<file path="config.mk">
export PLATFORM = sky130hd
export DESIGN_NAME = utf8_to_ucs2_decoder_core
export DESIGN_NICKNAME = d
export VERILOG_FILES = /design/src/hw/rtl/utf8d_pkg.sv /design/src/hw/rtl/utf8d_step.sv /design/src/hw/rtl/utf8_to_ucs2_decoder_core.sv
export SDC_FILE = /design/constraint.sdc
export NUM_CORES = 1
export LEC_CHECK = 0
export BUFFER_PORTS_ARGS = -buffer_cell sky130_fd_sc_hd__buf_4
export CORE_MARGIN = 5
export CORE_UTILIZATION = 34
export CTS_CLUSTER_DIAMETER = 30
export DETAILED_ROUTE_END_ITERATION = 8
export GPL_TIMING_DRIVEN = 0
export PLACE_DENSITY_LB_ADDON = 0.25
export REMOVE_ABC_BUFFERS = 1
export SLEW_MARGIN = 40
export SYNTH_ARGS = -nofsm -noshare
export SYNTH_HDL_FRONTEND = slang
export SYNTH_SLANG_ARGS = --single-unit
</file>
<file path="constraint.sdc">
create_clock -name clk -period 2.1 [get_ports clk]
set_input_delay 0.315 -clock clk [delete_from_list [all_inputs] [get_ports clk]]
set_output_delay 0.315 -clock clk [all_outputs]
set_load 0.02 [all_outputs]
</file>
<file path="src/hw/rtl/utf8d_pkg.sv">
// ----------------------------------------------------------------------------
// utf8d_pkg
// Shared types and constants for the UTF-8 to 16-bit code point decoder.
// ----------------------------------------------------------------------------
package utf8d_pkg;

  typedef enum logic [1:0] {
    ST_OK       = 2'd0,
    ST_CORRUPT  = 2'd1,
    ST_OVERFLOW = 2'd2,
    ST_BADLEAD  = 2'd3
  } status_t;

  // byte class masks and patterns
  localparam logic [7:0] ASCII_MASK = 8'b1000_0000;
  localparam logic [7:0] LEAD2_MASK = 8'b1110_0000;
  localparam logic [7:0] LEAD2_PAT  = 8'b1100_0000;
  localparam logic [7:0] LEAD3_MASK = 8'b1111_0000;
  localparam logic [7:0] LEAD3_PAT  = 8'b1110_0000;
  localparam logic [7:0] LEAD4_MASK = 8'b1111_1000;
  localparam logic [7:0] LEAD4_PAT  = 8'b1111_0000;
  localparam logic [7:0] CONT_MASK  = 8'b1100_0000;
  localparam logic [7:0] CONT_PAT   = 8'b1000_0000;

  localparam int unsigned PARTIAL_W = 10;
  localparam int unsigned RUNE_W    = 16;
  localparam int unsigned LEN_W     = 3;

  typedef struct packed {
    logic [PARTIAL_W-1:0] partial_bits;
    logic [1:0]           bytes_remaining;
    logic [LEN_W-1:0]     bytes_taken;
  } dec_state_t;

  typedef struct packed {
    logic              emit;
    status_t           status;
    logic [RUNE_W-1:0] rune;
    logic [LEN_W-1:0]  seq_length;
  } dec_result_t;

endpackage

</file>
<file path="src/hw/rtl/utf8d_step.sv">
// ----------------------------------------------------------------------------
// utf8d_step
// One decode step: next sequence state and optional result for one byte.
// ----------------------------------------------------------------------------
module utf8d_step (
  input  utf8d_pkg::dec_state_t  st,
  input  logic [7:0]             data_byte,
  output utf8d_pkg::dec_state_t  st_next,
  output utf8d_pkg::dec_result_t res
);

  logic [utf8d_pkg::LEN_W-1:0]  len;
  logic                         four;
  logic [utf8d_pkg::RUNE_W-1:0] merged;

  assign len    = st.bytes_taken + 3'd1;
  assign four   = ({1'b0, st.bytes_taken} + {2'b00, st.bytes_remaining}) == 4'd4;
  assign merged = {st.partial_bits, data_byte[5:0]};

  always_comb begin
    st_next        = st;
    res.emit       = 1'b0;
    res.status     = utf8d_pkg::ST_OK;
    res.rune       = '0;
    res.seq_length = 3'd1;

    if (st.bytes_remaining == 2'd0) begin
      if ((data_byte & utf8d_pkg::ASCII_MASK) == 8'h00) begin
        res.emit = 1'b1;
        res.rune = {8'h00, data_byte};
      end else if ((data_byte & utf8d_pkg::LEAD2_MASK) == utf8d_pkg::LEAD2_PAT) begin
        st_next.partial_bits    = {5'd0, data_byte[4:0]};
        st_next.bytes_remaining = 2'd1;
        st_next.bytes_taken     = 3'd1;
      end else if ((data_byte & utf8d_pkg::LEAD3_MASK) == utf8d_pkg::LEAD3_PAT) begin
        st_next.partial_bits    = {6'd0, data_byte[3:0]};
        st_next.bytes_remaining = 2'd2;
        st_next.bytes_taken     = 3'd1;
      end else if ((data_byte & utf8d_pkg::LEAD4_MASK) == utf8d_pkg::LEAD4_PAT) begin
        // payload of a four-byte sequence is dropped
        st_next.partial_bits    = '0;
        st_next.bytes_remaining = 2'd3;
        st_next.bytes_taken     = 3'd1;
      end else begin
        res.emit   = 1'b1;
        res.status = utf8d_pkg::ST_BADLEAD;
      end
    end else if ((data_byte & utf8d_pkg::CONT_MASK) != utf8d_pkg::CONT_PAT) begin
      st_next        = '0;
      res.emit       = 1'b1;
      res.status     = utf8d_pkg::ST_CORRUPT;
      res.seq_length = len;
    end else if (st.bytes_remaining == 2'd1) begin
      st_next        = '0;
      res.emit       = 1'b1;
      res.seq_length = len;
      if (four) begin
        res.status = utf8d_pkg::ST_OVERFLOW;
      end else begin
        res.rune = merged;
      end
    end else begin
      if (!four) begin
        st_next.partial_bits = merged[utf8d_pkg::PARTIAL_W-1:0];
      end
      st_next.bytes_remaining = st.bytes_remaining - 2'd1;
      st_next.bytes_taken     = len;
    end
  end

endmodule

</file>
<file path="src/hw/rtl/utf8_to_ucs2_decoder_core.sv">
// ----------------------------------------------------------------------------
// utf8_to_ucs2_decoder_core
// UTF-8 byte stream to 16-bit code point decoder with status per sequence.
// ----------------------------------------------------------------------------
// usage
//   input channel: one byte of the UTF-8 stream per transaction on
//   in_valid / in_ready / data_byte.
//   output channel: one transaction per finished sequence on
//   out_valid / out_ready carrying status, rune and seq_length.
//   a lead byte or a middle continuation byte gives no output transaction.
//   a closing byte's result passes through the input register, decode,
//   then the result register before it is offered on the output channel.
//   throughput: one byte per cycle while no output stall holds the flow,
//   the decode step being a single pass of logic against the sequence state.
//   a full result register that is not taken stalls the input register,
//   and in_ready falls only when both registers hold data.
//   reset empties both registers and returns the decoder to idle; an open
//   sequence is dropped without a result.
// ----------------------------------------------------------------------------
module utf8_to_ucs2_decoder_core (
  input  logic        clk,
  input  logic        rst,
  input  logic        in_valid,
  output logic        in_ready,
  input  logic [7:0]  data_byte,
  output logic        out_valid,
  input  logic        out_ready,
  output logic [1:0]  status,
  output logic [15:0] rune,
  output logic [2:0]  seq_length
);

  logic                   s_valid;
  logic [7:0]             s_byte;
  logic                   advance;
  utf8d_pkg::dec_state_t  dec_state;
  utf8d_pkg::dec_state_t  dec_state_next;
  utf8d_pkg::dec_result_t res;
  utf8d_pkg::status_t     status_q;
  logic [15:0]            rune_q;
  logic [2:0]             len_q;

  assign advance  = !out_valid || out_ready;
  assign in_ready = !s_valid || advance;

  utf8d_step u_step (
    .st        (dec_state),
    .data_byte (s_byte),
    .st_next   (dec_state_next),
    .res       (res)
  );

  always_ff @(posedge clk) begin
    if (rst) begin
      s_valid <= 1'b0;
    end else if (in_ready) begin
      s_valid <= in_valid;
    end
  end

  always_ff @(posedge clk) begin
    if (in_ready) begin
      s_byte <= data_byte;
    end
  end

  always_ff @(posedge clk) begin
    if (rst) begin
      dec_state <= '0;
      out_valid <= 1'b0;
    end else if (advance) begin
      out_valid <= s_valid && res.emit;
      if (s_valid) begin
        dec_state <= dec_state_next;
      end
    end
  end

  always_ff @(posedge clk) begin
    if (advance && s_valid && res.emit) begin
      status_q <= res.status;
      rune_q   <= res.rune;
      len_q    <= res.seq_length;
    end
  end

  assign status     = status_q;
  assign rune       = rune_q;
  assign seq_length = len_q;

`ifndef SYNTH
  // open sequence bookkeeping stays consistent
  a_state_consistent: assert property (@(posedge clk) disable iff (rst)
    ((dec_state.bytes_remaining == 2'd0) == (dec_state.bytes_taken == 3'd0)) &&
    (({1'b0, dec_state.bytes_taken} + {2'b00, dec_state.bytes_remaining}) <= 4'd4))
    else $error("decoder sequence state out of range");

  a_overflow_len: assert property (@(posedge clk) disable iff (rst)
    (out_valid && status_q == utf8d_pkg::ST_OVERFLOW) |-> (len_q == 3'd4))
    else $error("overflow result without four bytes");

  a_badlead_len: assert property (@(posedge clk) disable iff (rst)
    (out_valid && status_q == utf8d_pkg::ST_BADLEAD) |-> (len_q == 3'd1))
    else $error("invalid lead result longer than one byte");

  a_error_rune_zero: assert property (@(posedge clk) disable iff (rst)
    (out_valid && status_q != utf8d_pkg::ST_OK) |-> (rune_q == 16'h0000))
    else $error("error result carries a rune");

  a_stage_hold: assert property (@(posedge clk) disable iff (rst)
    (s_valid && !advance) |=> (s_valid && $stable(s_byte)))
    else $error("input register lost a byte under stall");
`endif

endmodule

</file>
==> results.py, run 1 <==
metrics = {
    "sta": {
        "setup_viol": 34,
        "worst_slack_ns": -0.2423,
        "worst_pin_slew_ns": 0.8118,
        "max_freq_ghz": 0.4269,
        "holdWs_ns": 0.1828,
        "slew_violations": 0,
        "finalClockSkew_ns": 0.009008,
        "fin_crit_ns": 2.342,
        "period_share": 1.115,
        "rsz0062_at_grt": "yes",
        "hold_violations": 0,
        "slew_headroom": 0.4546,
    },
    "final_layout": {
        "regArea_um2": 1217,
        "nets": 241,
        "n_antenna_cell": 0,
        "fin_cells": 299,
        "multi_input_area_um2": 945.9,
        "syn2layout_area_growth_pct": 30.43,
        "finalInstanceArea_um2": 2756,
        "n_fill_cell": 547,
        "layout-drive-gt1-share": 0.3705,
    },
    "route": {
        "via_count": 1452,
        "drc": 0,
        "wl_per_cell_um": 13.66,
        "postRouteAntennaNets": 0,
        "firstDrtPassIters": 4,
        "drtIter0Drc": 79,
        "wl_um": 4084,
        "vias_per_cell": 4.856,
    },
    "floorplanning": {
        "ios": 35,
        "fp.dieArea_um2": 7893,
        "start_util": 0.3528,
        "rows": 28,
        "die_h_um": 88.84,
        "die_x_um": 88.84,
        "core-area_um2": 5991,
    },
    "synthesis": {
        "synthDistinctLibCells": 42,
        "syn_area_um2": 2113,
        "syn-mean-instance-area_um2": 11.74,
        "synth_edf_count": 29,
        "synth_ff_type": "edfxtp_1",
        "ys_async_sr_fraction": 0,
        "syn_inst": 180,
        "ys_ff_latch": 46,
        "ys.warnings.count": 0,
        "yosysSeqAreaShare": 0.5731,
    },
    "clocking": {
        "clkSinkCount": 46,
        "hold_buffers": 0,
        "tritoncts": "yes",
        "clock_latency_ns": 0.30,
        "clockBufferDepth": 2,
        "cts_buffers": 5,
        "cts-root-buf": "clkbuf_8",
        "clkTransAtPathRegs_ns": 0.09,
        "htree_levels": 2,
    },
    "setup_path": {
        "end_kind": "register",
        "crit_required_ns": 2.24,
        "worstPathMaxFanout": 3,
        "cp-start-kind": "register",
        "arrival_ns": 2.48,
        "path_class": "reg2reg",
    },
    "power_and_ir_drop": {
        "vdd_drop_max_mv": 0.3570,
        "p_switching_mw": 0.4284,
        "p_leak_nw": 1.033,
        "seqPwrFrac": 0.545,
        "power_frac_comb": 0.099,
        "p_total_mw": 1.858,
        "clock_power_share": 0.356,
        "powerDensity_nw_per_um2": 674.1,
        "p_int_mw": 1.430,
        "swShare": 0.2306,
    },
    "run_status": {
        "outcome": "finished with violations",
        "violations": "negative setup slack",
    },
    "placed_design": {
        "hpwl_um": 2790,
        "place_inst": 281,
        "dpl_cell_area_um2": 2439,
        "place_congestion": 0.8016,
        "dpl_worst_slack_ns": -0.5612,
        "io_buffers": 34,
    },
    "global_route": {
        "grt_max_degree": 21,
        "antenna_found_initial": 0,
        "grt_pass1_vias": 1452,
        "overflow": 0,
        "grtUsageTotal": 0.1117,
        "grt_pass1_wl_um": 6720,
    },
    "hold_path": {
        "min_path_type": "in2reg",
    },
    "run": {
        "cap_violations": 0,
    },
}
-- Yosys cell counts, types with 6 or more instances --
cell type  instances  area, um2
inv_1              7      26.28
nor3_1             6      30.03
edfxtp_1          29      870.8
o21ai_0            6      30.03
a21oi_1           10      50.05
mux2i_1            6      60.06
nor2b_1           13      81.33
nor2_1            12      45.04
dfxtp_1           17      340.3
and2_1            11      68.82
nand2b_1           8      50.05
-- kinds of logic (layout without fill, tap and decap cells) --
group / Yosys count / in the layout / synth area share
multiplexers: 10 / 10 / 0.05684
AND/OR/NAND/NOR: 73 / 73 / 0.2055
adder cells (fa/ha/maj): 6 / 6 / 0.03908
XOR/XNOR: 1 / 1 / 0.004145
AO/OA/AOI/OAI: 28 / 28 / 0.08467
flip-flops: 46 / 46 / 0.5731
buffers and inverters: 16 / 60 / 0.03671
-- power by group through the flow --
stage / combinational [mW] / sequential, mW / clock, mW
finish: 0.185 / 1.01 / 0.661
global placement: 0.160 / 1.03 / 0
global route: 0.200 / 1.02 / 0.710
detailed placement: 0.166 / 1.03 / 0
floorplan: 0.0715 / 1.05 / 0
CTS: 0.183 / 1.01 / 0.682
-- final cells by class --
class                           instances  area share
Clock buffer                            5     0.02497
Clock inverter                          3     0.01589
Inverter                                7    0.009532
Multi-Input combinational cell        118      0.3432
Sequential cell                        46      0.4417
Tap cell                               75     0.03404
Timing Repair Buffer                   45      0.1307
-- flip-flops by register name, indices dropped and copies added (netlist names) --
register	flops
s_valid	1
out_valid	1
s_byte	8
rune	16
dec_state	15
status	2
seq_length	3
-- placed cells by master, fill, tap and decap left out, types with 2 or more instances in the layout --
cell type / count
a21oi_1: 8
a21oi_2: 2
and2_1: 4
and2_4: 7
buf_4: 40
buf_6: 4
clkbuf_8: 5
dfxtp_1: 14
dfxtp_2: 2
edfxtp_1: 29
ha_1: 3
inv_1: 6
mux2_4: 4
mux2i_1: 6
nand2_1: 5
nand2b_1: 8
nand3_1: 4
nand3b_1: 2
nand4_1: 2
nand4b_1: 2
nor2_1: 10
nor2_4: 2
nor2b_1: 12
nor3_1: 6
o21ai_0: 6
or4b_4: 2
-- metrics by stage --
| stage | util | TNS (ns) |
|---|---|---|
| floorplan | - | -7.132 |
| global placement | 0.4025 | -33.33 |
| detailed placement | 0.4071 | -13.35 |
| CTS | 0.4545 | -2.596 |
| global route | 0.4601 | -5.536 |
| finish | 0.4601 | -3.221 |
-- layer usage --
metal / vias up / part of all wire / GRT usage
li1: 731 / - / -
met1: 663 / 0.46 / 0.1473
met2: 52 / 0.44 / 0.1727
met3: 6 / 0.082 / 0.03631
met4: 0 / 0.012 / 0.03846
met5: - / 0 / 0
-- critical path, cell delays in order (launching register included) --
cell and delay, ns:
dfxtp_4 0.37, ha_4 0.14, inv_2 0.03, fa_1 0.50
nor4bb_4 0.31, a21oi_2 0.14, or4b_4 0.51, a21oi_2 0.18
-- worst paths after layout --
check	to	cells after the start	from	slack [ns]
worst max-delay path	status[1]	7	dec_state[0]	-0.24
worst min-delay path	s_byte[5]	1	data_byte[5]	0.18
worst min register to register	dec_state[10]	2	dec_state[10]	0.48
worst max register to register	status[1]	7	dec_state[0]	-0.24
-- repair_timing --
| action | CTS | global route |
|---|---|---|
| buffers inserted | 10 | 0 |
| pin swaps | 5 | 8 |
| gates resized for setup | 22 | 14 |
| endpoints found under the setup margin | 50 | 51 |
| hold endpoints to repair | 0 | 0 |
Note: power is estimated with default switching activity, not from simulation.
==> inputs of run 2 (changes only) <==
--- a/config.mk
+++ b/config.mk
@@ -5,6 +5,7 @@
 export SDC_FILE = /design/constraint.sdc
 export NUM_CORES = 1
 export LEC_CHECK = 0
+export ABC_AREA = 1
 export BUFFER_PORTS_ARGS = -buffer_cell sky130_fd_sc_hd__buf_4
 export CORE_MARGIN = 5
 export CORE_UTILIZATION = 34
==> run 2 against run 1 <==
  * The flow now finishes without violations
  * Sequential share of layout area rose by 3.1 points
  * Via count increased by 5.2%
  * Count of clock-buffer cells in the layout rose by 2
  * Wire length fell by 2.4%
  * First-iteration DRC count up 28%
  * Maximum frequency rose by 17%
  * Design area decreased by 6.6%
  * Global-route usage is 0.20 points lower
  * Clock skew increased by 0.0028 ns
  * Utilization is 2.5 points lower
==> results.py, run 2 <==
metrics = {
    "clocking": {
        "hold_buffers": 0,
        "cts_buffers": 5,
        "clock_latency_ns": 0.30,
        "cts-root-buf": "clkbuf_8",
        "clockBufferDepth": 2,
        "clkSinkCount": 46,
        "clkTransAtPathRegs_ns": 0.08,
        "tritoncts": "yes",
        "htree_levels": 2,
    },
    "hold_path": {
        "min_path_type": "in2reg",
        "hold_end": "s_byte[1]",
        "worstHoldStart": "data_byte[1]",
        "hold_path_depth": 1,
    },
    "route": {
        "met1_length_um": 1943,
        "wl_um": 3985,
        "wl_met3_um": 221,
        "met2_length_um": 1748,
        "vias_per_cell": 4.545,
        "postRouteAntennaNets": 0,
        "drc": 0,
        "firstDrtPassIters": 4,
        "wl_per_cell_um": 11.86,
        "top_layer": "met4",
        "via_count": 1527,
        "drtIter0Drc": 101,
    },
    "setup_path": {
        "r2r-end": "rune[7]",
        "path_class": "reg2reg",
        "end_kind": "register",
        "regToRegStartpoint": "dec_state[0]",
        "arrival_ns": 2.06,
        "cp-start-kind": "register",
        "crit_required_ns": 2.16,
        "worstPathMaxFanout": 9,
        "r2r_setup_slack_ns": 0.10,
        "reg2regPathDepth": 10,
    },
    "floorplanning": {
        "die_x_um": 88.25,
        "core-area_um2": 5921,
        "fp.dieArea_um2": 7788,
        "ios": 35,
        "start_util": 0.3516,
        "rows": 28,
        "die_h_um": 88.25,
    },
    "sta": {
        "slew_headroom": 0.7061,
        "holdWs_ns": 0.1903,
        "finalClockSkew_ns": 0.01181,
        "period_share": 0.9504,
        "setup_viol": 0,
        "worst_slack_ns": 0.1042,
        "max_freq_ghz": 0.5011,
        "worst_pin_slew_ns": 0.4404,
        "hold_violations": 0,
        "slew_violations": 0,
        "rsz0062_at_grt": "yes",
        "fin_crit_ns": 1.996,
    },
    "global_route": {
        "grt_pass1_wl_um": 6499,
        "antenna_found_initial": 0,
        "overflow": 0,
        "grt_max_degree": 25,
        "grtUsageTotal": 0.1097,
        "grt_pass1_vias": 1371,
    },
    "synthesis": {
        "synthTopCellsByArea": "edfxtp_1 42%, dfxtp_1 16%, nor2_1 6.7%",
        "synth_area_leader_cell": "edfxtp_1",
        "ys.warnings.count": 0,
        "synth_ff_type": "edfxtp_1",
        "synth_edf_count": 29,
        "yosysSeqAreaShare": 0.5817,
        "synth_common_cells": "37 x nor2_1, 34 x nand2_1, 29 x edfxtp_1, 29 x inv_1, 17 x dfxtp_1",
        "ys_async_sr_fraction": 0,
        "syn_inst": 219,
        "synthDistinctLibCells": 30,
        "syn_area_um2": 2082,
        "synth_most_common_cell": "nor2_1",
        "ys_ff_latch": 46,
        "syn-mean-instance-area_um2": 9.507,
        "synth_top_area_share": 0.4183,
    },
    "final_layout": {
        "layout-drive-gt1-share": 0.2490,
        "syn2layout_area_growth_pct": 23.62,
        "nets": 278,
        "multi_input_area_um2": 719.4,
        "n_antenna_cell": 0,
        "fin_cells": 336,
        "final_core_util": 0.4347,
        "n_fill_cell": 573,
        "regArea_um2": 1216,
        "mostFrequentLayoutCells": "37 x nor2_1, 37 x buf_4, 33 x nand2_1",
        "largest_register_ffs": 16,
        "finalInstanceArea_um2": 2574,
    },
    "placed_design": {
        "dpl_worst_slack_ns": -0.4148,
        "place_inst": 322,
        "io_buffers": 34,
        "hpwl_um": 2718,
        "place_congestion": 0.8086,
        "dpl_cell_area_um2": 2384,
    },
    "power_and_ir_drop": {
        "powerDensity_nw_per_um2": 746.4,
        "vdd_drop_max_mv": 0.5297,
        "p_leak_nw": 1.034,
    },
    "run_status": {
        "outcome": "finished clean",
    },
    "run": {
        "cap_violations": 0,
    },
}
run 2: changes by cell type after synthesis, sizes merged, moves of 6 or more:
| cell | delta |
|---|---|
| nand2 | +31 |
| nor2 | +29 |
| inv | +24 |
| nor2b | -13 |
| nand3 | +12 |
| and2 | -11 |
| nand2b | -8 |
| mux2i | -6 |
run 2: worst max path at each step:
stage                      start           end  slack, ns  cells past startpoint
detailed placement  dec_state[0]       rune[1]      -0.41                     10
global placement    dec_state[0]       rune[1]      -0.40                     10
global route        dec_state[0]  dec_state[6]      -0.03                      9
CTS                 dec_state[4]     out_valid       0.04                      8
finish              dec_state[0]       rune[7]       0.10                     10
floorplan           dec_state[0]       rune[0]       0.05                      8
run 2: final cells by class:
cell class / count / area share
Clock inverter: 1 / 0.003403
Tap cell: 75 / 0.03646
Sequential cell: 46 / 0.4725
Inverter: 31 / 0.04764
Clock buffer: 7 / 0.03743
Multi-Input combinational cell: 136 / 0.2795
Timing Repair inverter: 1 / 0.002917
Timing Repair Buffer: 39 / 0.1201
run 2: power breakdown:
| part | total (mW) | switching [mW] | internal, mW |
|---|---|---|---|
| Clock | 0.591 | 0.290 | 0.302 |
| Combinational | 0.284 | 0.176 | 0.107 |
| Sequential | 1.05 | 0.0281 | 1.02 |
| Total | 1.92 | 0.494 | 1.43 |
run 2: layer usage:
metal,vias up,global-route usage
met2,36,0.1557
met3,8,0.02886
li1,798,-
met4,0,0.04533
met1,685,0.1583
met5,-,0
run 2: cell families (layout without fill, tap and decap cells):
kind of cell,count (synthesis),count (layout),share of synthesized area
compound gates,32,32,0.08654
xor+xnor,1,1,0.004207
fa+ha+maj,6,6,0.03966
buf+inv,37,79,0.07993
flops,46,46,0.5817
simple gates,97,97,0.2079
run 2: critical path, cell delays in order, from the launching register on:
cell and delay (ns):
dfxtp_4 0.38, ha_1 0.16, inv_1 0.05, fa_1 0.47, nand2_1 0.09, nor2_4 0.12, nand2_1 0.09, nand4_1 0.09
buf_6 0.14, buf_12 0.12, nor2_1 0.04
run 2: what timing repair did:
item                                    4_1_cts  5_1_grt
gates resized for setup                       4        6
endpoints found under the setup margin       38       46
gates cloned                                  1        0
pin swaps                                     0        1
buffers inserted                              2        3
run 2: stage by stage:
step,setup TNS (ns),total power [mW]
after global placement,-9.975,1.330
after CTS,0,1.928
final,0,1.921
after floorplan,0,1.240
after detailed placement,-11.56,1.334
after global routing,-0.1332,2.023
==> inputs of run 3 (changes only) <==
--- a/config.mk
+++ b/config.mk
@@ -8,12 +8,13 @@
 export ABC_AREA = 1
 export BUFFER_PORTS_ARGS = -buffer_cell sky130_fd_sc_hd__buf_4
 export CORE_MARGIN = 5
-export CORE_UTILIZATION = 34
+export CORE_UTILIZATION = 25
 export CTS_CLUSTER_DIAMETER = 30
 export DETAILED_ROUTE_END_ITERATION = 8
 export GPL_TIMING_DRIVEN = 0
 export PLACE_DENSITY_LB_ADDON = 0.25
 export REMOVE_ABC_BUFFERS = 1
+export SKIP_CTS_REPAIR_TIMING = 1
 export SLEW_MARGIN = 40
 export SYNTH_ARGS = -nofsm -noshare
 export SYNTH_HDL_FRONTEND = slang
==> run 3 against run 2 <==
  * Non-clock buffer count unchanged
  * Largest power group unchanged
  * Global-route usage down 2.1 points
  * Combinational power is 2% lower
  * First-iteration DRC count decreased by 19%
  * Utilization decreased by 12 points
  * Largest cell class unchanged
==> results.py, run 3 (synthesis gave the netlist of run 2 again) <==
metrics = {
    "setup_path": {
        "critPathLaunch": "dec_state[0]",
        "reg2regPathDepth": 10,
        "worstPathMaxFanout": 8,
        "regToRegStartpoint": "dec_state[0]",
        "cp-endpoint": "rune[7]",
        "cp_cell_sequence": "ha_4, inv_1, fa_1, nand2_2, nor2_4, nand2_2, nand4_1, buf_6, buf_4, nor2_1",
        "arrival_ns": 2.03,
        "slowest_stage": "fa_1",
        "r2r-end": "rune[7]",
        "crit_required_ns": 2.16,
        "end_kind": "register",
        "cpMostUsedCell": "nand2_2",
        "path_class": "reg2reg",
        "cp-start-kind": "register",
        "critPathMaxStageDelay_ns": 0.49,
        "r2r_setup_slack_ns": 0.13,
    },
    "floorplanning": {
        "ios": 35,
        "core-area_um2": 8175,
        "start_util": 0.2547,
        "rows": 33,
        "fp.dieArea_um2": 10250,
        "die_x_um": 101.3,
        "die_h_um": 101.3,
    },
    "route": {
        "firstDrtPassIters": 4,
        "wl_per_cell_um": 11.54,
        "via_count": 1539,
        "postRouteAntennaNets": 0,
        "drc": 0,
        "vias_per_cell": 4.216,
        "drtIter0Drc": 82,
        "wl_um": 4213,
    },
    "hold_path": {
        "min_path_type": "in2reg",
    },
    "power_and_ir_drop": {
        "seqPwrFrac": 0.534,
        "p_leak_nw": 1.028,
        "p_int_mw": 1.480,
        "powerDensity_nw_per_um2": 753.4,
        "power_frac_comb": 0.142,
        "p_switching_mw": 0.4815,
        "clock_power_share": 0.323,
        "vdd_drop_max_mv": 0.4400,
        "swShare": 0.2455,
    },
    "clocking": {
        "clockBufferDepth": 2,
        "tritoncts": "yes",
        "clkTransAtPathRegs_ns": 0.08,
        "cts-root-buf": "clkbuf_8",
        "cts_buffers": 5,
        "clock_latency_ns": 0.29,
        "clkSinkCount": 46,
        "htree_levels": 2,
    },
    "final_layout": {
        "n_antenna_cell": 0,
        "final_core_util": 0.3185,
        "finalInstanceArea_um2": 2604,
        "largest_register_ffs": 16,
        "mostFrequentLayoutCells": "37 x nor2_1, 37 x buf_4, 32 x nand2_1",
        "layout-drive-gt1-share": 0.2423,
        "fin_cells": 365,
        "syn2layout_area_growth_pct": 25.06,
        "nets": 277,
    },
    "sta": {
        "fin_crit_ns": 1.975,
        "rsz0062_at_grt": "no",
        "worst_pin_slew_ns": 0.4490,
        "hold_violations": 0,
        "worst_slack_ns": 0.1254,
        "holdWs_ns": 0.1948,
        "slew_headroom": 0.7004,
        "period_share": 0.9403,
        "setup_viol": 0,
        "max_freq_ghz": 0.5064,
        "finalClockSkew_ns": 0.003697,
        "slew_violations": 0,
    },
    "placed_design": {
        "dpl_cell_area_um2": 2421,
        "dpl_worst_slack_ns": -0.4651,
        "place_inst": 352,
        "io_buffers": 34,
        "place_congestion": 0.8044,
        "hpwl_um": 2999,
    },
    "global_route": {
        "overflow": 0,
        "grt_pass1_wl_um": 7113,
        "antenna_found_initial": 0,
        "grt_pass1_vias": 1454,
        "grtUsageTotal": 0.08826,
        "grt_max_degree": 25,
    },
    "run": {
        "cap_violations": 0,
    },
    "run_status": {
        "outcome": "finished clean",
    },
}
run 3: layout make-up:
class,instances,area [um2]
Clock buffer,7,76.32
Inverter,31,121.4
Sequential cell,46,1219
Multi-Input combinational cell,136,729.5
Fill cell,879,5572
Timing Repair Buffer,39,296.5
Clock inverter,1,30.03
Tap cell,105,131.4
run 3: worst min-delay path by stage:
stage             startpoint            end  slack, ns  cells past startpoint
5_1_grt         data_byte[0]      s_byte[0]       0.18                      1
3_5_place_dp   dec_state[13]  dec_state[13]       0.47                      2
2_1_floorplan            rst        s_valid       0.38                      1
4_1_cts         data_byte[5]      s_byte[5]       0.18                      1
3_3_place_gp   dec_state[13]  dec_state[13]       0.46                      2
6_report        data_byte[3]      s_byte[3]       0.19                      1
run 3: per-stage QoR:
stage | setup TNS, ns | power [mW]
final | 0 | 1.962
after CTS | -7.787 | 1.984
after global routing | 0 | 2.073
after global placement | -12.14 | 1.335
after detailed placement | -6.744 | 1.338
after floorplan | 0 | 1.240
run 3: power by group through the flow:
stage | Combinational, mW | Clock, mW | Sequential [mW]
4_1_cts | 0.269 | 0.665 | 1.05
3_5_place_dp | 0.268 | 0 | 1.07
5_1_grt | 0.319 | 0.697 | 1.06
3_3_place_gp | 0.266 | 0 | 1.07
6_report | 0.279 | 0.634 | 1.05
2_1_floorplan | 0.147 | 0 | 1.09
run 3: critical path, delay by kind of cell (launching register included):
kind	cells	cell delay, ns
DFF	1	0.38
adders and majority gates	2	0.63
buffers and inverters	3	0.31
and+or+nand+nor	5	0.42
run 3: metal layers:
layer  part of all wire  wire (um)  up-vias  track usage
li1                   -          -      805            -
met1               0.50       2123      690       0.1254
met2               0.42       1787       40       0.1288
met3              0.065        272        4      0.02893
met4             0.0069         29        0      0.02352
met5                  0          0        -            0
